`src/hdl/lmx_pkg.sv`:
```
`default_nettype none

package lmx_pkg;

    localparam int QUEUE_DEPTH = 16;
    localparam int QIDX_W      = $clog2(QUEUE_DEPTH);
    localparam int CNT_W       = QIDX_W + 1;
    localparam int NODE_W      = 4;
    localparam int CLOCK_W     = 15;
    localparam int PCOUNT_W    = 5;
    localparam int DONE_W      = 4;
    localparam int ENTRY_W     = NODE_W + CLOCK_W;
    localparam int CFG_DATA_W  = 5;

    localparam logic [CLOCK_W-1:0] CLOCK_MAX = {CLOCK_W{1'b1}};
    localparam logic [DONE_W-1:0]  DONE_MAX  = {DONE_W{1'b1}};
    localparam logic [PCOUNT_W-1:0] PARENT_AND_SELF = PCOUNT_W'(2);

    // action codes
    localparam logic [1:0] ACT_REQUEST = 2'd0;
    localparam logic [1:0] ACT_RELEASE = 2'd1;
    localparam logic [1:0] ACT_MESSAGE = 2'd2;
    localparam logic [1:0] ACT_NONE    = 2'd3;

    // received message kinds
    localparam logic [1:0] MSG_RELEASE = 2'd0;
    localparam logic [1:0] MSG_DONE    = 2'd1;
    localparam logic [1:0] MSG_REQUEST = 2'd2;
    localparam logic [1:0] MSG_REPLY   = 2'd3;

    // outgoing message kinds
    localparam logic [1:0] SEND_NONE    = 2'd0;
    localparam logic [1:0] SEND_REPLY   = 2'd1;
    localparam logic [1:0] SEND_REQUEST = 2'd2;
    localparam logic [1:0] SEND_RELEASE = 2'd3;

    // register indexes
    localparam logic [0:0] CFG_SELF_ID       = 1'b0;
    localparam logic [0:0] CFG_PROCESS_COUNT = 1'b1;

    typedef enum logic [3:0] {
        ST_IDLE,
        ST_DECODE,
        ST_SCAN,
        ST_DROP_RD,
        ST_DROP_WR,
        ST_UPDATE,
        ST_GRANT_CHECK,
        ST_GRANT_SCAN,
        ST_FINISH
    } state_t;

    typedef struct packed {
        logic latch;
        logic scan_clr;
        logic scan_step;
        logic drop_rd;
        logic drop_wr;
        logic update;
        logic grant_eval;
        logic out_load;
    } cmd_t;

    typedef struct packed {
        logic [1:0] act;
        logic [1:0] mtype;
        logic       count_zero;
        logic       scan_done;
        logic       grant_ready;
        logic       out_free;
    } status_t;

    function automatic logic [CLOCK_W-1:0] clock_bump(input logic [CLOCK_W-1:0] c);
        logic [CLOCK_W-1:0] r;
        if (c == CLOCK_MAX)
        begin
            r = CLOCK_MAX;
        end
        else
        begin
            r = c + CLOCK_W'(1);
        end
        return r;
    endfunction

endpackage

`default_nettype wire

```
`src/hdl/lamport_mutex_node.sv`:
```
`default_nettype none

// one node of lamport distributed mutual exclusion. each input word is a local
// request, a local release or a received message; each produces exactly one
// output word telling what to send (reply, multicast request, multicast release
// or nothing), the timestamp to send, whether this node now holds the critical
// section, whether a queue entry was dropped because the 16-entry queue was
// full, and the saturating count of done messages. one word is worked on at a
// time. an undefined action goes straight from decode to the finish state. a
// local release or a release message on a non-empty queue first searches for
// the minimum entry and drops it; a local release then updates and finishes,
// while a request or message updates and, when the grant may be due, searches
// the queue again for the grant. the minimum search reads one queue entry a
// cycle through the memory's registered read port and compares it with a
// single comparator. the result waits in the finish state while the output
// register is stalled, and the next word can be taken in the cycle after the
// result is loaded. a finished word sits in an output register, so a new word
// is taken while it waits. the queue needs no clearing pass after reset. the
// user must write self_id and process_count through the cfg port only while
// the node is idle; the block itself does not enforce it.

module lamport_mutex_node (
    input  wire logic                           clk,
    input  wire logic                           rst_n,
    // configuration writes
    input  wire logic                           cfg_wen,
    input  wire logic [0:0]                     cfg_index,
    input  wire logic [lmx_pkg::CFG_DATA_W-1:0] cfg_data,
    // input words
    input  wire logic                           in_valid,
    output logic                                in_stall,
    input  wire logic [1:0]                     action,
    input  wire logic [1:0]                     msg_type,
    input  wire logic [lmx_pkg::CLOCK_W-1:0]    msg_time,
    input  wire logic [lmx_pkg::NODE_W-1:0]     peer_id,
    // output words
    output logic                                out_valid,
    input  wire logic                           out_stall,
    output logic      [1:0]                     send_kind,
    output logic      [lmx_pkg::CLOCK_W-1:0]    send_time,
    output logic      [lmx_pkg::NODE_W-1:0]     send_dest,
    output logic                                granted,
    output logic                                queue_full,
    output logic      [lmx_pkg::DONE_W-1:0]     done_seen
);

    // commands from the sequencer and status back from the datapath
    lmx_pkg::cmd_t    cmd;
    lmx_pkg::status_t sts;

    // sequencer: decode, minimum search, drop, update, grant search, hand-off
    lmx_ctrl u_ctrl (
        .clk      (clk),
        .rst_n    (rst_n),
        .in_valid (in_valid),
        .in_stall (in_stall),
        .sts      (sts),
        .cmd      (cmd)
    );

    // datapath: lamport clock, queue memory, counters and output register
    lmx_dp u_dp (
        .clk        (clk),
        .rst_n      (rst_n),
        .cfg_wen    (cfg_wen),
        .cfg_index  (cfg_index),
        .cfg_data   (cfg_data),
        .action     (action),
        .msg_type   (msg_type),
        .msg_time   (msg_time),
        .peer_id    (peer_id),
        .out_valid  (out_valid),
        .out_stall  (out_stall),
        .send_kind  (send_kind),
        .send_time  (send_time),
        .send_dest  (send_dest),
        .granted    (granted),
        .queue_full (queue_full),
        .done_seen  (done_seen),
        .cmd        (cmd),
        .sts        (sts)
    );

endmodule

`default_nettype wire

```
`src/hdl/lmx_ram.sv`:
```
`default_nettype none

module lmx_ram #(
    parameter int WIDTH = 8,
    parameter int DEPTH = 16
) (
    input  wire logic                     clk,
    input  wire logic                     we,
    input  wire logic [$clog2(DEPTH)-1:0] waddr,
    input  wire logic [WIDTH-1:0]         wdata,
    input  wire logic [$clog2(DEPTH)-1:0] raddr,
    output logic      [WIDTH-1:0]         rdata
);

    logic [WIDTH-1:0] mem [DEPTH];
    logic [WIDTH-1:0] rdata_reg;

    always_ff @(posedge clk)
    begin
        if (we)
        begin
            mem[waddr] <= wdata;
        end
        rdata_reg <= mem[raddr];
    end

    assign rdata = rdata_reg;

endmodule

`default_nettype wire

```
`src/hdl/lmx_ctrl.sv`:
```
`default_nettype none

module lmx_ctrl (
    input  wire logic             clk,
    input  wire logic             rst_n,
    input  wire logic             in_valid,
    output logic                  in_stall,
    input  wire lmx_pkg::status_t sts,
    output lmx_pkg::cmd_t         cmd
);

    lmx_pkg::state_t state_reg;
    lmx_pkg::state_t state_next;

    always_ff @(posedge clk or negedge rst_n)
    begin
        if (!rst_n)
        begin
            state_reg <= lmx_pkg::ST_IDLE;
        end
        else
        begin
            state_reg <= state_next;
        end
    end

    always_comb
    begin
        state_next = state_reg;
        cmd        = '0;
        in_stall   = 1'b1;
        case (state_reg)
            lmx_pkg::ST_IDLE:
            begin
                in_stall = 1'b0;
                if (in_valid)
                begin
                    cmd.latch  = 1'b1;
                    state_next = lmx_pkg::ST_DECODE;
                end
            end
            lmx_pkg::ST_DECODE:
            begin
                cmd.scan_clr = 1'b1;
                case (sts.act)
                    lmx_pkg::ACT_REQUEST:
                    begin
                        state_next = lmx_pkg::ST_UPDATE;
                    end
                    lmx_pkg::ACT_RELEASE:
                    begin
                        state_next = sts.count_zero ? lmx_pkg::ST_UPDATE : lmx_pkg::ST_SCAN;
                    end
                    lmx_pkg::ACT_MESSAGE:
                    begin
                        if (sts.mtype == lmx_pkg::MSG_RELEASE && !sts.count_zero)
                        begin
                            state_next = lmx_pkg::ST_SCAN;
                        end
                        else
                        begin
                            state_next = lmx_pkg::ST_UPDATE;
                        end
                    end
                    default:
                    begin
                        state_next = lmx_pkg::ST_FINISH;
                    end
                endcase
            end
            lmx_pkg::ST_SCAN:
            begin
                cmd.scan_step = 1'b1;
                if (sts.scan_done)
                begin
                    state_next = lmx_pkg::ST_DROP_RD;
                end
            end
            lmx_pkg::ST_DROP_RD:
            begin
                cmd.drop_rd = 1'b1;
                state_next  = lmx_pkg::ST_DROP_WR;
            end
            lmx_pkg::ST_DROP_WR:
            begin
                cmd.drop_wr = 1'b1;
                state_next  = lmx_pkg::ST_UPDATE;
            end
            lmx_pkg::ST_UPDATE:
            begin
                cmd.update = 1'b1;
                if (sts.act == lmx_pkg::ACT_RELEASE)
                begin
                    state_next = lmx_pkg::ST_FINISH;
                end
                else
                begin
                    state_next = lmx_pkg::ST_GRANT_CHECK;
                end
            end
            lmx_pkg::ST_GRANT_CHECK:
            begin
                cmd.scan_clr = 1'b1;
                state_next   = sts.grant_ready ? lmx_pkg::ST_GRANT_SCAN : lmx_pkg::ST_FINISH;
            end
            lmx_pkg::ST_GRANT_SCAN:
            begin
                cmd.scan_step = 1'b1;
                if (sts.scan_done)
                begin
                    cmd.grant_eval = 1'b1;
                    state_next     = lmx_pkg::ST_FINISH;
                end
            end
            lmx_pkg::ST_FINISH:
            begin
                if (sts.out_free)
                begin
                    cmd.out_load = 1'b1;
                    state_next   = lmx_pkg::ST_IDLE;
                end
            end
            default:
            begin
                state_next = lmx_pkg::ST_IDLE;
            end
        endcase
    end

endmodule

`default_nettype wire

```
`src/hdl/lmx_dp.sv`:
```
`default_nettype none

module lmx_dp (
    input  wire logic                           clk,
    input  wire logic                           rst_n,
    input  wire logic                           cfg_wen,
    input  wire logic [0:0]                     cfg_index,
    input  wire logic [lmx_pkg::CFG_DATA_W-1:0] cfg_data,
    input  wire logic [1:0]                     action,
    input  wire logic [1:0]                     msg_type,
    input  wire logic [lmx_pkg::CLOCK_W-1:0]    msg_time,
    input  wire logic [lmx_pkg::NODE_W-1:0]     peer_id,
    output logic                                out_valid,
    input  wire logic                           out_stall,
    output logic      [1:0]                     send_kind,
    output logic      [lmx_pkg::CLOCK_W-1:0]    send_time,
    output logic      [lmx_pkg::NODE_W-1:0]     send_dest,
    output logic                                granted,
    output logic                                queue_full,
    output logic      [lmx_pkg::DONE_W-1:0]     done_seen,
    input  wire lmx_pkg::cmd_t                  cmd,
    output lmx_pkg::status_t                    sts
);

    // configuration
    logic [lmx_pkg::NODE_W-1:0]   self_id_reg;
    logic [lmx_pkg::PCOUNT_W-1:0] process_count_reg;

    // protocol state
    logic [lmx_pkg::CLOCK_W-1:0]  lamport_clock_reg, lamport_clock_next;
    logic [lmx_pkg::CNT_W-1:0]    count_reg, count_next;
    logic [lmx_pkg::PCOUNT_W-1:0] replies_reg, replies_next;
    logic                         waiting_reg, waiting_next;
    logic [lmx_pkg::DONE_W-1:0]   done_count_reg, done_count_next;

    // latched word
    logic [1:0]                   act_reg;
    logic [1:0]                   mtype_reg;
    logic [lmx_pkg::CLOCK_W-1:0]  mtime_reg;
    logic [lmx_pkg::NODE_W-1:0]   peer_reg;

    // minimum search
    logic [lmx_pkg::CNT_W-1:0]    scan_idx_reg, scan_idx_next;
    logic                         rd_pend_reg, rd_pend_next;
    logic [lmx_pkg::QIDX_W-1:0]   rd_idx_reg, rd_idx_next;
    logic                         best_vld_reg, best_vld_next;
    logic [lmx_pkg::QIDX_W-1:0]   best_idx_reg, best_idx_next;
    logic [lmx_pkg::NODE_W-1:0]   best_node_reg, best_node_next;
    logic [lmx_pkg::CLOCK_W-1:0]  best_stamp_reg, best_stamp_next;

    // pending result
    logic [1:0]                   res_kind_reg, res_kind_next;
    logic [lmx_pkg::CLOCK_W-1:0]  res_time_reg, res_time_next;
    logic [lmx_pkg::NODE_W-1:0]   res_dest_reg, res_dest_next;
    logic                         res_full_reg, res_full_next;
    logic                         res_grant_reg, res_grant_next;

    // output register
    logic                         out_valid_reg;
    logic [1:0]                   out_kind_reg;
    logic [lmx_pkg::CLOCK_W-1:0]  out_time_reg;
    logic [lmx_pkg::NODE_W-1:0]   out_dest_reg;
    logic                         out_grant_reg;
    logic                         out_full_reg;
    logic [lmx_pkg::DONE_W-1:0]   out_done_reg;

    // queue memory
    logic                         ram_we;
    logic [lmx_pkg::QIDX_W-1:0]   ram_waddr;
    logic [lmx_pkg::ENTRY_W-1:0]  ram_wdata;
    logic [lmx_pkg::QIDX_W-1:0]   ram_raddr;
    logic [lmx_pkg::ENTRY_W-1:0]  ram_rdata;

    logic [lmx_pkg::NODE_W-1:0]   ent_node;
    logic [lmx_pkg::CLOCK_W-1:0]  ent_stamp;
    logic                         ent_better;
    logic [lmx_pkg::CLOCK_W-1:0]  clk_base;
    logic [lmx_pkg::CLOCK_W-1:0]  clk_one;
    logic [lmx_pkg::CLOCK_W-1:0]  clk_two;
    logic [lmx_pkg::PCOUNT_W-1:0] replies_needed;
    logic                         do_push;
    logic [lmx_pkg::NODE_W-1:0]   push_node;
    logic [lmx_pkg::CLOCK_W-1:0]  push_stamp;
    logic                         queue_is_full;
    logic                         self_heads;

    lmx_ram #(
        .WIDTH (lmx_pkg::ENTRY_W),
        .DEPTH (lmx_pkg::QUEUE_DEPTH)
    ) u_queue (
        .clk   (clk),
        .we    (ram_we),
        .waddr (ram_waddr),
        .wdata (ram_wdata),
        .raddr (ram_raddr),
        .rdata (ram_rdata)
    );

    assign ent_node   = ram_rdata[lmx_pkg::ENTRY_W-1:lmx_pkg::CLOCK_W];
    assign ent_stamp  = ram_rdata[lmx_pkg::CLOCK_W-1:0];
    // earliest stamp wins, larger node id on a tie
    assign ent_better = !best_vld_reg || (ent_stamp < best_stamp_reg) ||
                        (ent_stamp == best_stamp_reg && ent_node > best_node_reg);

    assign clk_base = (act_reg == lmx_pkg::ACT_MESSAGE && mtime_reg > lamport_clock_reg) ?
                      mtime_reg : lamport_clock_reg;
    assign clk_one  = lmx_pkg::clock_bump(clk_base);
    assign clk_two  = lmx_pkg::clock_bump(clk_one);

    assign replies_needed = (process_count_reg >= lmx_pkg::PARENT_AND_SELF) ?
                            process_count_reg - lmx_pkg::PARENT_AND_SELF : '0;
    assign queue_is_full  = (count_reg == lmx_pkg::CNT_W'(lmx_pkg::QUEUE_DEPTH));
    assign self_heads     = (best_node_reg == self_id_reg);

    always_comb
    begin
        lamport_clock_next = lamport_clock_reg;
        count_next         = count_reg;
        replies_next       = replies_reg;
        waiting_next       = waiting_reg;
        done_count_next    = done_count_reg;
        scan_idx_next      = scan_idx_reg;
        rd_pend_next       = 1'b0;
        rd_idx_next        = rd_idx_reg;
        best_vld_next      = best_vld_reg;
        best_idx_next      = best_idx_reg;
        best_node_next     = best_node_reg;
        best_stamp_next    = best_stamp_reg;
        res_kind_next      = res_kind_reg;
        res_time_next      = res_time_reg;
        res_dest_next      = res_dest_reg;
        res_full_next      = res_full_reg;
        res_grant_next     = res_grant_reg;
        ram_we             = 1'b0;
        ram_waddr          = count_reg[lmx_pkg::QIDX_W-1:0];
        ram_wdata          = '0;
        ram_raddr          = scan_idx_reg[lmx_pkg::QIDX_W-1:0];
        do_push            = 1'b0;
        push_node          = self_id_reg;
        push_stamp         = clk_one;

        if (cmd.latch)
        begin
            res_kind_next  = lmx_pkg::SEND_NONE;
            res_time_next  = '0;
            res_dest_next  = '0;
            res_full_next  = 1'b0;
            res_grant_next = 1'b0;
        end

        if (cmd.scan_clr)
        begin
            scan_idx_next = '0;
            best_vld_next = 1'b0;
        end

        // one read issued and one entry compared per cycle
        if (cmd.scan_step)
        begin
            if (scan_idx_reg != count_reg)
            begin
                rd_pend_next  = 1'b1;
                rd_idx_next   = scan_idx_reg[lmx_pkg::QIDX_W-1:0];
                scan_idx_next = scan_idx_reg + lmx_pkg::CNT_W'(1);
            end
            if (rd_pend_reg && ent_better)
            begin
                best_vld_next   = 1'b1;
                best_idx_next   = rd_idx_reg;
                best_node_next  = ent_node;
                best_stamp_next = ent_stamp;
            end
        end

        // drop the minimum: move the last entry into its slot
        if (cmd.drop_rd)
        begin
            ram_raddr = lmx_pkg::QIDX_W'(count_reg - lmx_pkg::CNT_W'(1));
        end
        if (cmd.drop_wr)
        begin
            ram_we     = 1'b1;
            ram_waddr  = best_idx_reg;
            ram_wdata  = ram_rdata;
            count_next = count_reg - lmx_pkg::CNT_W'(1);
        end

        if (cmd.update)
        begin
            case (act_reg)
                lmx_pkg::ACT_REQUEST:
                begin
                    lamport_clock_next = clk_one;
                    do_push            = 1'b1;
                    res_kind_next      = lmx_pkg::SEND_REQUEST;
                    res_time_next      = clk_one;
                    waiting_next       = 1'b1;
                    replies_next       = replies_needed;
                end
                lmx_pkg::ACT_RELEASE:
                begin
                    lamport_clock_next = clk_one;
                    res_kind_next      = lmx_pkg::SEND_RELEASE;
                    res_time_next      = clk_one;
                    waiting_next       = 1'b0;
                end
                lmx_pkg::ACT_MESSAGE:
                begin
                    lamport_clock_next = clk_one;
                    case (mtype_reg)
                        lmx_pkg::MSG_DONE:
                        begin
                            if (done_count_reg != lmx_pkg::DONE_MAX)
                            begin
                                done_count_next = done_count_reg + lmx_pkg::DONE_W'(1);
                            end
                        end
                        lmx_pkg::MSG_REQUEST:
                        begin
                            do_push            = 1'b1;
                            push_node          = peer_reg;
                            push_stamp         = mtime_reg;
                            lamport_clock_next = clk_two;
                            res_kind_next      = lmx_pkg::SEND_REPLY;
                            res_time_next      = clk_two;
                            res_dest_next      = peer_reg;
                        end
                        lmx_pkg::MSG_REPLY:
                        begin
                            if (replies_reg != '0)
                            begin
                                replies_next = replies_reg - lmx_pkg::PCOUNT_W'(1);
                            end
                        end
                        default:
                        begin
                            // release: the minimum, if any, was already dropped
                        end
                    endcase
                end
                default:
                begin
                end
            endcase

            if (do_push)
            begin
                if (queue_is_full)
                begin
                    res_full_next = 1'b1;
                end
                else
                begin
                    ram_we     = 1'b1;
                    ram_waddr  = count_reg[lmx_pkg::QIDX_W-1:0];
                    ram_wdata  = {push_node, push_stamp};
                    count_next = count_reg + lmx_pkg::CNT_W'(1);
                end
            end
        end

        if (cmd.grant_eval && self_heads)
        begin
            res_grant_next = 1'b1;
            waiting_next   = 1'b0;
        end
    end

    always_ff @(posedge clk or negedge rst_n)
    begin
        if (!rst_n)
        begin
            self_id_reg       <= lmx_pkg::NODE_W'(1);
            process_count_reg <= lmx_pkg::PARENT_AND_SELF;
            lamport_clock_reg <= '0;
            count_reg         <= '0;
            replies_reg       <= '0;
            waiting_reg       <= 1'b0;
            done_count_reg    <= '0;
            rd_pend_reg       <= 1'b0;
            best_vld_reg      <= 1'b0;
            scan_idx_reg      <= '0;
            out_valid_reg     <= 1'b0;
        end
        else
        begin
            if (cfg_wen)
            begin
                case (cfg_index)
                    lmx_pkg::CFG_SELF_ID:
                    begin
                        self_id_reg <= cfg_data[lmx_pkg::NODE_W-1:0];
                    end
                    lmx_pkg::CFG_PROCESS_COUNT:
                    begin
                        process_count_reg <= cfg_data[lmx_pkg::PCOUNT_W-1:0];
                    end
                    default:
                    begin
                    end
                endcase
            end
            lamport_clock_reg <= lamport_clock_next;
            count_reg         <= count_next;
            replies_reg       <= replies_next;
            waiting_reg       <= waiting_next;
            done_count_reg    <= done_count_next;
            rd_pend_reg       <= rd_pend_next;
            best_vld_reg      <= best_vld_next;
            scan_idx_reg      <= scan_idx_next;
            if (cmd.out_load)
            begin
                out_valid_reg <= 1'b1;
            end
            else if (!out_stall)
            begin
                out_valid_reg <= 1'b0;
            end
        end
    end

    always_ff @(posedge clk)
    begin
        rd_idx_reg      <= rd_idx_next;
        best_idx_reg    <= best_idx_next;
        best_node_reg   <= best_node_next;
        best_stamp_reg  <= best_stamp_next;
        res_kind_reg    <= res_kind_next;
        res_time_reg    <= res_time_next;
        res_dest_reg    <= res_dest_next;
        res_full_reg    <= res_full_next;
        res_grant_reg   <= res_grant_next;
        if (cmd.latch)
        begin
            act_reg   <= action;
            mtype_reg <= msg_type;
            mtime_reg <= msg_time;
            peer_reg  <= peer_id;
        end
        if (cmd.out_load)
        begin
            out_kind_reg  <= res_kind_reg;
            out_time_reg  <= res_time_reg;
            out_dest_reg  <= res_dest_reg;
            out_grant_reg <= res_grant_reg;
            out_full_reg  <= res_full_reg;
            out_done_reg  <= done_count_reg;
        end
    end

    assign sts.act         = act_reg;
    assign sts.mtype       = mtype_reg;
    assign sts.count_zero  = (count_reg == '0);
    assign sts.scan_done   = (scan_idx_reg == count_reg) && !rd_pend_reg;
    assign sts.grant_ready = waiting_reg && (replies_reg == '0) && (count_reg != '0);
    assign sts.out_free    = !out_valid_reg || !out_stall;

    assign out_valid  = out_valid_reg;
    assign send_kind  = out_kind_reg;
    assign send_time  = out_time_reg;
    assign send_dest  = out_dest_reg;
    assign granted    = out_grant_reg;
    assign queue_full = out_full_reg;
    assign done_seen  = out_done_reg;

`ifndef SYNTH
    a_count_bound: assert property (@(posedge clk) disable iff (!rst_n)
        count_reg <= lmx_pkg::CNT_W'(lmx_pkg::QUEUE_DEPTH))
        else $error("queue count beyond depth");

    a_drop_nonempty: assert property (@(posedge clk) disable iff (!rst_n)
        cmd.drop_wr |-> (count_reg != '0) && best_vld_reg)
        else $error("queue drop without a found minimum");

    a_clock_monotonic: assert property (@(posedge clk) disable iff (!rst_n)
        1'b1 |=> lamport_clock_reg >= $past(lamport_clock_reg))
        else $error("lamport clock went backwards");

    a_grant_clears_wait: assert property (@(posedge clk) disable iff (!rst_n)
        (cmd.grant_eval && self_heads) |=> !waiting_reg && res_grant_reg)
        else $error("grant left the wait flag set");

    a_grant_not_release: assert property (@(posedge clk) disable iff (!rst_n)
        (out_valid_reg && out_grant_reg) |-> (out_kind_reg != lmx_pkg::SEND_RELEASE))
        else $error("grant reported on a release");
`endif

endmodule

`default_nettype wire

```
`config.mk`:
```
export PLATFORM = sky130hd
export DESIGN_NAME = lamport_mutex_node
export DESIGN_NICKNAME = d
export VERILOG_FILES = /design/src/hdl/lmx_pkg.sv /design/src/hdl/lamport_mutex_node.sv /design/src/hdl/lmx_ram.sv /design/src/hdl/lmx_ctrl.sv /design/src/hdl/lmx_dp.sv
export SDC_FILE = /design/constraint.sdc
export NUM_CORES = 1
export LEC_CHECK = 0
export BUFFER_PORTS_ARGS = -buffer_cell sky130_fd_sc_hd__buf_4
export CORE_MARGIN = 2
export CORE_UTILIZATION = 40
export CTS_BUF_LIST = sky130_fd_sc_hd__clkbuf_2 sky130_fd_sc_hd__clkbuf_4 sky130_fd_sc_hd__clkbuf_8
export DETAILED_ROUTE_END_ITERATION = 6
export PLACE_DENSITY = 0.51
export SKIP_CTS_REPAIR_TIMING = 1
export SYNTH_ARGS = -nofsm -noshare
export SYNTH_HDL_FRONTEND = slang
export SYNTH_SLANG_ARGS = --single-unit
```
`constraint.sdc`:
```
create_clock -name clk -period 6.4 [get_ports clk]
set_clock_uncertainty 0.1 [all_clocks]
set_input_delay 0 -clock clk [delete_from_list [all_inputs] [get_ports clk]]
set_output_delay 0 -clock clk [all_outputs]
set_load 0.01 [all_outputs]
```
# ---- Yosys cells after proc, flatten, opt, wreduce, memory -nomap -nowiden
# Memory sizes are Yosys's and may differ from the RTL's. A register that Yosys moved wholly into a read port is not among the register bits.
# Index checks and enable logic that the tools add are counted.
dict set report op_classes {
  add_sub_neg 8
  mul 0
  div 0
  order_cmp 4
  eq_ne 28
  shifts 0
  n_mux 86
  bitwise_logic 1
  reduce_logical 39
}
# cell count
set ops {}
lappend ops {{2-to-1 mux 15 bit} 9}
lappend ops {{2-to-1 mux 19 bit} 4}
lappend ops {{2-to-1 mux 4 bit} 17}
lappend ops {{one-hot mux 15 bit (2 select lines)} 2}
lappend ops {{2-to-1 mux 5 bit} 10}
lappend ops {{one-hot mux 4 bit (9 select lines)} 1}
lappend ops {{2-to-1 mux 1 bit} 33}
lappend ops {{adder 15 x 1 -> 15 bit (second input constant)} 2}
lappend ops {{equality test 15 bit (second input constant)} 2}
lappend ops {{equality test 4 x 3 -> 1 bit (second input constant)} 4}
lappend ops {{equality test 15 bit} 1}
lappend ops {{greater-than comparator 15 bit} 1}
lappend ops {{less-than comparator 15 bit} 1}
lappend ops {{one-hot mux 4 bit (3 select lines)} 1}
lappend ops {{AND reduction 2 bit} 6}
lappend ops {{AND reduction 4 bit} 3}
lappend ops {{adder 5 x 1 -> 5 bit (second input constant)} 2}
lappend ops {{zero test 5 bit} 2}
lappend ops {{one-hot mux 5 bit (2 select lines)} 1}
lappend ops {{nonzero test 5 bit} 2}
lappend ops {{subtractor 5 x 1 -> 5 bit (second input constant)} 2}
lappend ops {{equality test 4 x 2 -> 1 bit (second input constant)} 2}
lappend ops {{logical AND 1 bit} 8}
lappend ops {{!= test 2 bit (second input constant)} 4}
lappend ops {{26 further kinds} 46}
dict set report totals {
  ff_bits 151
  latch_bits 0
  mem_bits_rw 304
  romBits 0
  inputBits 34
  out_inout_bits 29
  wordCells 198
  mem_count 1
}
# name words word_bits rd rd_clocked_by_memory_dff wr line
set memory_table {}
lappend memory_table {u_dp.u_queue.mem 16 19 1 1 1 lmx_ram.sv:15} ;# logic [WIDTH-1:0] mem [DEPTH];

# ---- Logic depth before layout (Yosys ltp)
# Gate-level depths: netlist of the first run.
dict set report logic_depth {
  ltp_word 10
  depth_mapped 27
  depth_no_buf 22
}

# ---- Hierarchy
# Synthesis of the first run repeated with hierarchy kept, for this count alone.
dict set report unflattened {
  cells_unflattened 1487
  area_unflattened_um2 21206.6
}
# mod n_inst cells_each area_per_inst_um2 seq_area_each_um2
set by_module_without_submodules {}
lappend by_module_without_submodules {lmx_ram 1 507 11846.4 9509.1}
lappend by_module_without_submodules {lmx_dp 1 917 8899.8 3951.3}
lappend by_module_without_submodules {lmx_ctrl 1 63 460.4 100.1}

# ---- Least setup slack after synthesis of the first run
# Ideal clock, no wire load.
dict set report synth_path {
  path_type {reg2reg}
  from {register u_dp.lamport_clock_reg[2] in the netlist's numbering}
  to {register u_dp.lamport_clock_reg[3] in the netlist's numbering}
  setup_ns 0.082
  t_arrival_ns 4.727
  t_required_ns 6.218
  slack_ns 1.491
  path_stages_with_launch 26
  n_path_buf 5
  synth_period_minus_slack_ns 4.909
  cell_sequence {dfrtp_1 > clkbuf_1 > inv_1 > ha_1 > a21oi_1 > a21oi_1 > o31ai_1 > a21oi_2 > buf_6 > clkbuf_1 > o21ai_0 > ha_1 > buf_2 > nand4_1 > nor3_1 > mux2_2 > nor2_1 > inv_1 > ha_1 > inv_1 > a211oi_2 > nand4_2 > nor4_4 > buf_6 > and3b_1 > o22ai_1}
}
dict set report synth_between {
  elab_chain_len 9
  elab_cells_between_ends 11
  classes_between {2 x add/sub; 1 x order compare; 2 x eq/ne; 5 x mux; 1 x reduce/logical}
}
# element line
set synth_lines {}
lappend synth_lines {{start: declaration} lmx_dp.sv:30} ;# logic [lmx_pkg::CLOCK_W-1:0] lamport_clock_reg, lamport_clock_next;
lappend synth_lines {{start signal: assignment} lmx_dp.sv:303} ;# lamport_clock_reg <= lamport_clock_next;
lappend synth_lines {{greater-than comparator 15 bit} lmx_dp.sv:105} ;# assign clk_base = (act_reg == lmx_pkg::ACT_MESSAGE && mtime_reg > lamport_clock_reg) ?
lappend synth_lines {{logical AND 1 bit} lmx_dp.sv:105}
lappend synth_lines {{2-to-1 mux 15 bit *} lmx_dp.sv:105}
lappend synth_lines {{adder 15 x 1 -> 15 bit or equality test 15 bit (tied branches)} {lmx_pkg.sv:81, lmx_pkg.sv:75}}
lappend synth_lines {{2-to-1 mux 15 bit *} lmx_pkg.sv:75} ;# if (c == CLOCK_MAX)
lappend synth_lines {{adder 15 x 1 -> 15 bit or equality test 15 bit (tied branches)} {lmx_pkg.sv:81, lmx_pkg.sv:75}}
lappend synth_lines {{2-to-1 mux 15 bit} lmx_pkg.sv:75}
lappend synth_lines {{2-to-1 mux 15 bit} lmx_dp.sv:210} ;# case (mtype_reg)
lappend synth_lines {{one-hot mux 15 bit (2 select lines) *} lmx_dp.sv:190} ;# case (act_reg)
# Mark *: on every way between the ends. The rest lies on a longest branch, timed or not.
# A chain may end at the register's enable or synchronous reset.

# ---- Worst setup path after layout of the first run
dict set report layout_path {
  from {register u_dp.lamport_clock_reg[12] in the netlist's numbering}
  to {register u_dp.lamport_clock_reg[13] in the netlist's numbering}
}
# The elaborated chain is that of the path after synthesis.

==> summary.txt, run 1 <==
Pwr
  – Flop pwr share: 41.6%
  – Total power: 10.5 mW
  – Clock power share: a little over a quarter
  – Sw Pwr: about 3.6 mW
  – Sw Share: 34.3%
  – Share of power burned in combinational logic: 31.9%
  – IR drop worst, VDD: 0.285 mV
  – Int Pwr: 6.91 mW
  – P_leak: a little over 9 nW
  – Power density over the cells: 423 nW/um2

Placement
  – Port Buf Inserts: 62
  – Hpwl dp: 35400 um
  – Global placement routability congestion: just over 0.9

Critical path
  – CP required: 6.85 ns
  – Critical R2R Launch: u_dp.lamport_clock_reg[12]
  – FF-to-FF setup slack: 0.45 ns
  – Worst setup EP type: flip-flop
  – Critical path launch point type: flip-flop
  – Worst reg2reg path depth: 22
  – Worst r2r dst: u_dp.lamport_clock_reg[13]
  – Crit Path Max Fanout: 12
  – Worst EP arrival: 6.40 ns
  – Crit Path Category: flip-flop to flip-flop

Finish
  – Sequential cell area: 13600 um2
  – Area grow syn2layout: 18.8%
  – Multi-input logic area: 7010 um2
  – Share of layout cells above drive strength 1: 23.4%
  – Fill cells: ~4600
  – Largest register FFs: between 300 and 400
  – Fin nets: 1748
  – Number of diodes: 0

Logic synthesis
  – Post-synth EDFFs: roughly 380
  – Post-synth top cells: edfxtp_1, nand2_1, nor2_1
  – Most common cell in the netlist: edfxtp_1
  – Synthesized Nets: 1542
  – Ys flop type: edfxtp_1
  – Mapped cell area: between 20000 and 25000 um2
  – Top cells by area, synth: edfxtp_1, mux4_2, dfrtp_1, dfxtp_1, ha_1
  – Synth async-reset ratio: between 10% and 20%
  – Synth Area per Inst: 14.3 um2
  – Synth top area share: 54.6%
  – Cells after Synth: 1466
  – Register area share after synthesis: between 60% and 70%
  – FF+latch count, synth: approximately 470
  – Yosys warnings: 0
  – Number of library cell types mapped by synthesis: 83
  – Cell taking the most area after synthesis: edfxtp_1

STA
  – Hold Slack: between 0.01 and 0.015 ns
  – Tcrit/Tclk final: between 90% and 100%
  – Final Slew Violations: 0
  – Min cycle time layout: 5.95 ns
  – Relative slew slack: approximately 11%
  – Worst slew pin tran: 1.33 ns
  – Fin. Hold Viols: 0
  – Fmax: between 0.15 and 0.2 GHz
  – Setup TNS: 0 ns
  – RSZ-0062 raised after global routing: false
  – Setup violators final: 0

Hold path
  – Min-Delay Endpoint: u_dp.out_valid
  – Worst Hold Class: input pin to flip-flop
  – WHS Path Cells: 4
  – Hold Startpoint: out_stall

Die
  – Chip width: between 200 and 250 um
  – Initial Utilization: 40.7%
  – Num rows: 83
  – Core area: 51500 um2
  – Die Footprint: between 50000 and 60000 um2
  – Die Ht: ~230 um
  – IO Pins: 63

Routing
  – DRT iter0 DRCs: 977
  – Post-route ant nets: 0
  – Vias per Instance: 5.52
  – Residual DRC: 0
  – DR WL/cell: around 24 um
  – First-pass DRT Iterations: 6
  – Total wire length: between 50000 and 60000 um
  – DR vias: roughly 13000

GRT
  – Global Route Usage Sum: 21.3%
  – Initial antenna violation count: 1
  – Vias in the first global route: around 13000
  – Global-route wire length before repair: 84500 um
  – Largest net degree at the start of global routing: 77
  – GRT overflow: 0

Clock tree
  – CTS max path bufs: 3
  – CTS tree: yes
  – Number of CTS-inserted buffers: a little over 80
  – Htree depth: 3
  – TritonCTS Sinks: 474
  – Worst-Skew Late Latency: 0.68 ns
  – Root Buffer: clkbuf_8
  – Worst-path clk slew: 0.07 ns

Run status
  – Status: complete, no violations

Run
  – Max Cap Violations: 0
-- metal layers --
| metal | global-route usage (%) | up-vias | routed length (um) |
|---|---|---|---|
| li1 | - | 6116 | - |
| met4 | 9.04 | 2 | 2190 |
| met2 | 33.3 | 353 | 26400 |
| met3 | 3.87 | 117 | 2510 |
| met5 | 0 | - | 13 |
| met1 | 29.2 | 6746 | 26000 |
-- power by group through the flow --
stage / Sequential [mW] / Clock (mW) / Combinational, mW
final: 4.38 / 2.79 / 3.36
after global routing: 4.43 / 3.01 / 3.70
after CTS: 4.37 / 2.88 / 3.36
after detailed placement: 4.43 / 0 / 3.35
after global placement: 4.42 / 0 / 3.34
after floorplan: 4.27 / 0 / 2.33
-- worst max-delay path by stage --
stage	cells past startpoint	endpoint	start
2_1_floorplan	25	u_dp.lamport_clock_reg[3]	u_dp.lamport_clock_reg[2]
3_3_place_gp	21	u_dp.lamport_clock_reg[7]	u_dp.lamport_clock_reg[4]
3_5_place_dp	21	u_dp.lamport_clock_reg[7]	u_dp.mtime_reg[2]
4_1_cts	22	u_dp.lamport_clock_reg[13]	u_dp.mtime_reg[2]
5_1_grt	21	u_dp.lamport_clock_reg[9]	u_dp.lamport_clock_reg[5]
6_report	22	u_dp.lamport_clock_reg[13]	u_dp.lamport_clock_reg[12]
-- worst max-delay path, cell delays in order, from the launching register on --
cell	delay [ns]
dfrtp_1	0.47
inv_1	0.08
ha_1	0.32
nand4_1	0.26
nor2_1	0.28
o31a_2	0.26
o21ai_2	0.09
mux2i_1	0.23
inv_1	0.11
ha_1	0.38
nand4_1	0.36
nor3_1	0.37
mux2_2	0.34
nor2_1	0.12
inv_1	0.12
ha_1	0.21
inv_1	0.11
a211oi_2	0.30
nand4_2	0.22
nor4_4	0.58
buf_4	0.29
nor2_1	0.07
a31oi_1	0.19
-- per-stage QoR --
| step | setup WS [ns] | util (%) | std cells | cell area, um2 |
|---|---|---|---|---|
| final | 0.449 | 48.3 | 2417 | 24900 |
| after global routing | 0.0271 | 48.3 | 2417 | 24900 |
| after CTS | 0.525 | 47.1 | 2354 | 24300 |
| after detailed placement | 0.587 | 43.9 | 2206 | 22600 |
| after global placement | 0.726 | 43.9 | 2206 | 22600 |
| after floorplan | 1.49 | - | 1466 | 21000 |
-- cell type report --
class	instances	share of cell area, %
flip-flops and latches	474	54.5
multi-input cells	873	28.2
repair buffers	192	6.54
clock buffers	125	6.05
well taps	680	3.42
inverters	50	0.754
clock inverters	23	0.633
-- cell usage in the layout (no fill, tap or decap), drive strengths merged, types with 5 or more instances in the layout --
master and count:
xnor2 24, o211ai 7, clkinv 19, and4 5, a21o 10, xor2 12, o31ai 16, nor2b 30
nand4 24, nor4 7, o21ai 72, nor2 82, or3 5, nor3b 5, buf 130, clkbuf 125
dlygate4sd3 62, o21a 11, ha 42, a31oi 14, edfxtp 381, a22oi 7, and3 8, mux4 76
o22ai 8, mux2 16, mux2i 43, a21oi 70, dfrtp 49, a211oi 29, nand2 113, dfxtp 42
inv 51, nand3 27, nand2b 12, nor3 34, and2 10
-- cell families (layout without fill, tap and decap cells) --
family          after synthesis  after routing  share of synthesized area [%]
buf+inv                     119            390                           2.35
flops                       474            474                           64.7
simple gates                377            377                           9.00
xor+xnor                     36             36                           1.50
compound gates              283            283                           8.84
fa+ha+maj                    42             42                           2.51
mux                         135            135                           11.1
(Power assumes the default switching activity.)
==> run 2: changes to the inputs <==
==> constraint.sdc (replaced) <==
create_clock -name clk -period 6.4 [get_ports clk]
set_clock_uncertainty 0.1 [all_clocks]
set_input_delay 0.64 -clock clk [delete_from_list [all_inputs] [get_ports clk]]
set_output_delay 0.64 -clock clk [all_outputs]
set_load 0.01 [all_outputs]
==> summary.txt, run 2 (synthesis gave the netlist of run 1 again) <==
Routing
  – Post-route ant nets: 0
  – DR WL/cell: roughly 24 um
  – Vias per Instance: 5.56
  – First-pass DRT Iterations: 6
  – DR vias: 13132
  – Residual DRC: 0
  – DRT iter0 DRCs: between 900 and 1000
  – Total wire length: between 50000 and 60000 um

Pwr
  – Power density over the cells: 432 nW/um2
  – P_leak: 8.86 nW
  – IR drop worst, VDD: about 0.28 mV

Clock tree
  – Worst-Skew Late Latency: 0.68 ns
  – Worst-path clk slew: 0.06 ns
  – TritonCTS Sinks: 474
  – CTS max path bufs: 3
  – Htree depth: 3
  – Root Buffer: clkbuf_8
  – CTS tree: yes
  – Number of CTS-inserted buffers: between 80 and 90

GRT
  – Initial antenna violation count: 1
  – Largest net degree at the start of global routing: between 70 and 80
  – GRT overflow: 0
  – Vias in the first global route: approximately 13000
  – Global-route wire length before repair: approximately 84000 um
  – Global Route Usage Sum: 21.3%

STA
  – Setup violators final: 0
  – Tcrit/Tclk final: 92.6%
  – Relative slew slack: 14.2%
  – Worst slew pin tran: ~1.3 ns
  – Setup TNS: 0 ns
  – RSZ-0062 raised after global routing: false
  – Min cycle time layout: 5.92 ns
  – Final Slew Violations: 0
  – Fmax: between 0.15 and 0.2 GHz
  – Fin. Hold Viols: 0

Finish
  – Share of layout cells above drive strength 1: 24.2%
  – Fill cells: 4643
  – Largest register FFs: 304
  – Final Core Density: 47.2%
  – Area grow syn2layout: 16.0%
  – Fin nets: 1691
  – Most common cell after layout, fill and taps aside: edfxtp_1
  – Commonest non-fill, non-tap cells in the layout: edfxtp_1, buf_4, nand2_1, clkbuf_8, mux4_2
  – Number of diodes: 0

Critical path
  – Slowest-stage cell, CP: nor4_4
  – Worst Path Buf+Inv: 5
  – Critical path cell sequence: inv_1, ha_1, nand4_1, nor2_1, o31a_2, o21ai_2, mux2i_1, inv_1, ha_1, and4_1, nand2_1, nor2_1, mux2_2, nor2_1, inv_1, ha_1, inv_1, a211oi_2, nand4_2, nor4_4, buf_4, nor2_1, a31oi_1
  – Worst EP arrival: 6.38 ns
  – Crit Path Category: flip-flop to flip-flop
  – Crit Path Max Fanout: 12
  – Crit-path max cell delay: 0.58 ns
  – Critical path launch point type: flip-flop
  – Crit path max-delay family: simple AND/OR/NAND/NOR gates
  – Worst setup EP type: flip-flop
  – CP required: 6.85 ns

Run status
  – Status: complete, no violations

Placement
  – Global placement routability congestion: 0.916
  – Port Buf Inserts: 62
  – Hpwl dp: 35400 um

Die
  – Chip width: about 230 um
  – Core area: between 50000 and 60000 um2
  – Die Footprint: 54200 um2
  – Die Ht: 233 um
  – Initial Utilization: 40.7%
  – Num rows: 83
  – IO Pins: 63

Hold path
  – Worst Hold Class: input pin to flip-flop

Run
  – Max Cap Violations: 0
## run 2: cell count changes in the layout (fill, tap and decap cells not counted), sizes merged
| cell | before | now |
|---|---|---|
| buf | 130 | 129 |
| dlygate4sd3 | 62 | 6 |
## run 2: report_power, final
group | total (mW) | switching (mW) | internal [mW] | leakage, nW
sequential | 4.38 | 0.363 | 4.02 | 4.50
clock | 2.79 | 1.24 | 1.55 | 0.884
combinational | 3.32 | 2.00 | 1.32 | 3.48
total | 10.5 | 3.61 | 6.89 | 8.86
## run 2: routing by layer
metal,routed length (um),vias to the layer above,GRT usage (%)
li1,-,6007,-
met1,25700,6655,29.2
met2,26000,352,33.3
met3,2610,116,3.87
met4,2140,2,9.04
met5,12,-,0
## run 2: layout make-up
| class | instances | area [um2] | share of cell area, % |
|---|---|---|---|
| sequential | 474 | 13600 | 55.8 |
| multi-input combinational | 873 | 7010 | 28.8 |
| clock buffer | 125 | 1510 | 6.20 |
| timing repair buffer | 135 | 1040 | 4.28 |
| tap | 680 | 851 | 3.50 |
| inverter | 50 | 188 | 0.772 |
| clock inverter | 23 | 158 | 0.648 |
## run 2: path summary, 6_finish.rpt
check	slack [ns]	cells after the start	to	startpoint
max	0.48	23	u_dp.lamport_clock_reg[13]	u_dp.lamport_clock_reg[12]
min	0.04	1	u_dp.act_reg[1]	action[1]
max reg2reg	0.48	23	u_dp.lamport_clock_reg[13]	u_dp.lamport_clock_reg[12]
min reg2reg	0.31	0	u_dp.best_idx_reg[2]	u_dp.rd_idx_reg[2]
max in group asynchronous	5.15	2	u_dp.lamport_clock_reg[13]	rst_n
min in group asynchronous	0.47	2	u_ctrl.state_reg[0]	rst_n
## run 2: metrics by stage
stage                     area (um2)  cells  hold slack (ns)  power [mW]  worst slack (ns)
after floorplan                21000   1466            0.244        6.59              1.49
after global placement         22600   2206            0.308        7.76             0.726
after detailed placement       22600   2206            0.310        7.78             0.587
after CTS                      24300   2354          -0.0892        10.6             0.525
after global routing           24300   2360         -0.00128        11.1            0.0271
final                          24300   2360           0.0433        10.5             0.475
==> run 3: changes to the inputs <==
PLACE_DENSITY = 0.53   (was 0.51)
clock period = 5 ns   (was 6.4 ns; I/O delays follow)
==> summary.txt, run 3 (synthesis gave the netlist of run 1 again) <==
Critical path
  – Crit Path Category: flip-flop to flip-flop
  – CP required: 5.46 ns
  – Critical R2R Launch: u_dp.lamport_clock_reg[4]
  – Crit Path Max Fanout: 11
  – Critical path launch point type: flip-flop
  – Crit path from: u_dp.lamport_clock_reg[4]
  – Worst EP arrival: approximately 5.2 ns
  – Worst setup EP type: flip-flop

Placement
  – Pre-CTS setup slack: 0.105 ns
  – Placed cell areas: about 23000 um2
  – Port Buf Inserts: 62
  – Global placement routability congestion: 0.924
  – Hpwl dp: 36000 um

Die
  – Chip width: 233 um
  – Core area: 51500 um2
  – IO Pins: between 60 and 70
  – Die Footprint: approximately 54000 um2
  – Die Ht: approximately 230 um
  – Initial Utilization: 40.7%
  – Num rows: 83

STA
  – Final Slew Violations: 0
  – Worst slew pin tran: 1.07 ns
  – Setup violators final: 0
  – Setup TNS: 0 ns
  – Fin. Hold Viols: 0
  – Min cycle time layout: 4.74 ns
  – Fmax: 0.211 GHz
  – Relative slew slack: around 29%
  – Tcrit/Tclk final: between 90 and 100%
  – Final worst slack: roughly 0.26 ns
  – RSZ-0062 raised after global routing: false

Routing
  – Vias per Instance: 5.51
  – DRT iter0 DRCs: 1050
  – Residual DRC: 0
  – DR vias: approximately 13000
  – First-pass DRT Iterations: 5
  – DR WL/cell: 23.2 um
  – Post-route ant nets: 0
  – Total wire length: 56400 um

Clock tree
  – CTS max path bufs: 3
  – TritonCTS Sinks: around 470
  – Worst-Skew Late Latency: 0.68 ns
  – Worst-path clk slew: about 0.060 ns
  – Root Buffer: clkbuf_8
  – Number of CTS-inserted buffers: 81
  – Htree depth: 3
  – CTS tree: yes

Finish
  – Final Core Density: about half
  – Number of diodes: 0
  – Share of layout cells above drive strength 1: 26.5%
  – Area grow syn2layout: 19.8%
  – Largest register FFs: 304
  – Most common cell after layout, fill and taps aside: edfxtp_1
  – Final Instance Area: 25100 um2
  – Commonest non-fill, non-tap cells in the layout: edfxtp_1, buf_4, nand2_1, clkbuf_8, mux4_2
  – Fin nets: roughly 1800

GRT
  – Global-route wire length before repair: between 80000 and 90000 um
  – GRT overflow: 0
  – Global Route Usage Sum: a little over a fifth
  – Vias in the first global route: about 13000
  – Initial antenna violation count: 2
  – Largest net degree at the start of global routing: 77

Pwr
  – Total power: 13.9 mW
  – Power density over the cells: about 550 nW/um2
  – IR drop worst, VDD: 0.279 mV
  – P_leak: 9.21 nW

Run
  – Max Cap Violations: 0

Hold path
  – Worst Hold Class: input pin to flip-flop
  – Hold Startpoint: cfg_index

Run status
  – Status: complete, no violations
-- run 3: per-layer routing --
metal | global-route usage (%) | share of wire (%)
met1 | 28.0 | 44
met2 | 34.7 | 49
met3 | 3.75 | 5.1
met4 | 7.05 | 2.8
met5 | 0 | 0.023
-- run 3: through the flow --
step | hold slack, ns | instances
2_1_floorplan | 0.104 | 1466
5_1_grt | 0.165 | 2429
4_1_cts | -0.183 | 2391
6_report | 0.200 | 2429
3_5_place_dp | 0.307 | 2243
3_3_place_gp | 0.316 | 2243
-- run 3: worst max-delay path, cell delays in order (launching register included) --
cell	delay [ns]
dfrtp_2	0.45
inv_2	0.12
ha_1	0.27
a211oi_2	0.20
nor2_1	0.09
o31a_2	0.31
o21ai_2	0.18
mux2i_1	0.25
inv_1	0.07
ha_2	0.21
buf_4	0.13
buf_4	0.15
nand3_1	0.12
xor2_2	0.20
o21ba_2	0.20
a2111oi_2	0.28
buf_4	0.20
a211oi_4	0.05
nand4_4	0.15
nor4_4	0.07
buf_4	0.16
clkbuf_16	0.16
o311a_1	0.33
a211o_1	0.22
-- run 3: area by class of cell --
class	count	area (um2)
clock inverter	28	239
tap	680	851
timing repair buffer	204	1690
inverter	50	188
sequential	474	13600
multi-input combinational	873	7100
fill	4554	26400
clock buffer	120	1490
-- run 3: worst paths after layout --
kind / endpoint / slack [ns] / depth (start not counted)
worst max-delay path: u_dp.res_time_reg[8] / 0.26 / 23
worst min-delay path: u_dp.self_id_reg[3] / 0.20 / 3
worst max register to register: u_dp.res_time_reg[8] / 0.26 / 23
worst min register to register: u_dp.send_time[9] / 0.32 / 0
max in group asynchronous: u_dp.lamport_clock_reg[4] / 3.87 / 2
min in group asynchronous: u_dp.done_count_reg[1] / 0.35 / 2
-- run 3: power by group --
part / switching [mW] / internal (mW)
combinational: 2.72 / 1.90
clock: 1.60 / 2.08
sequential: 0.415 / 5.14
total: 4.74 / 9.12
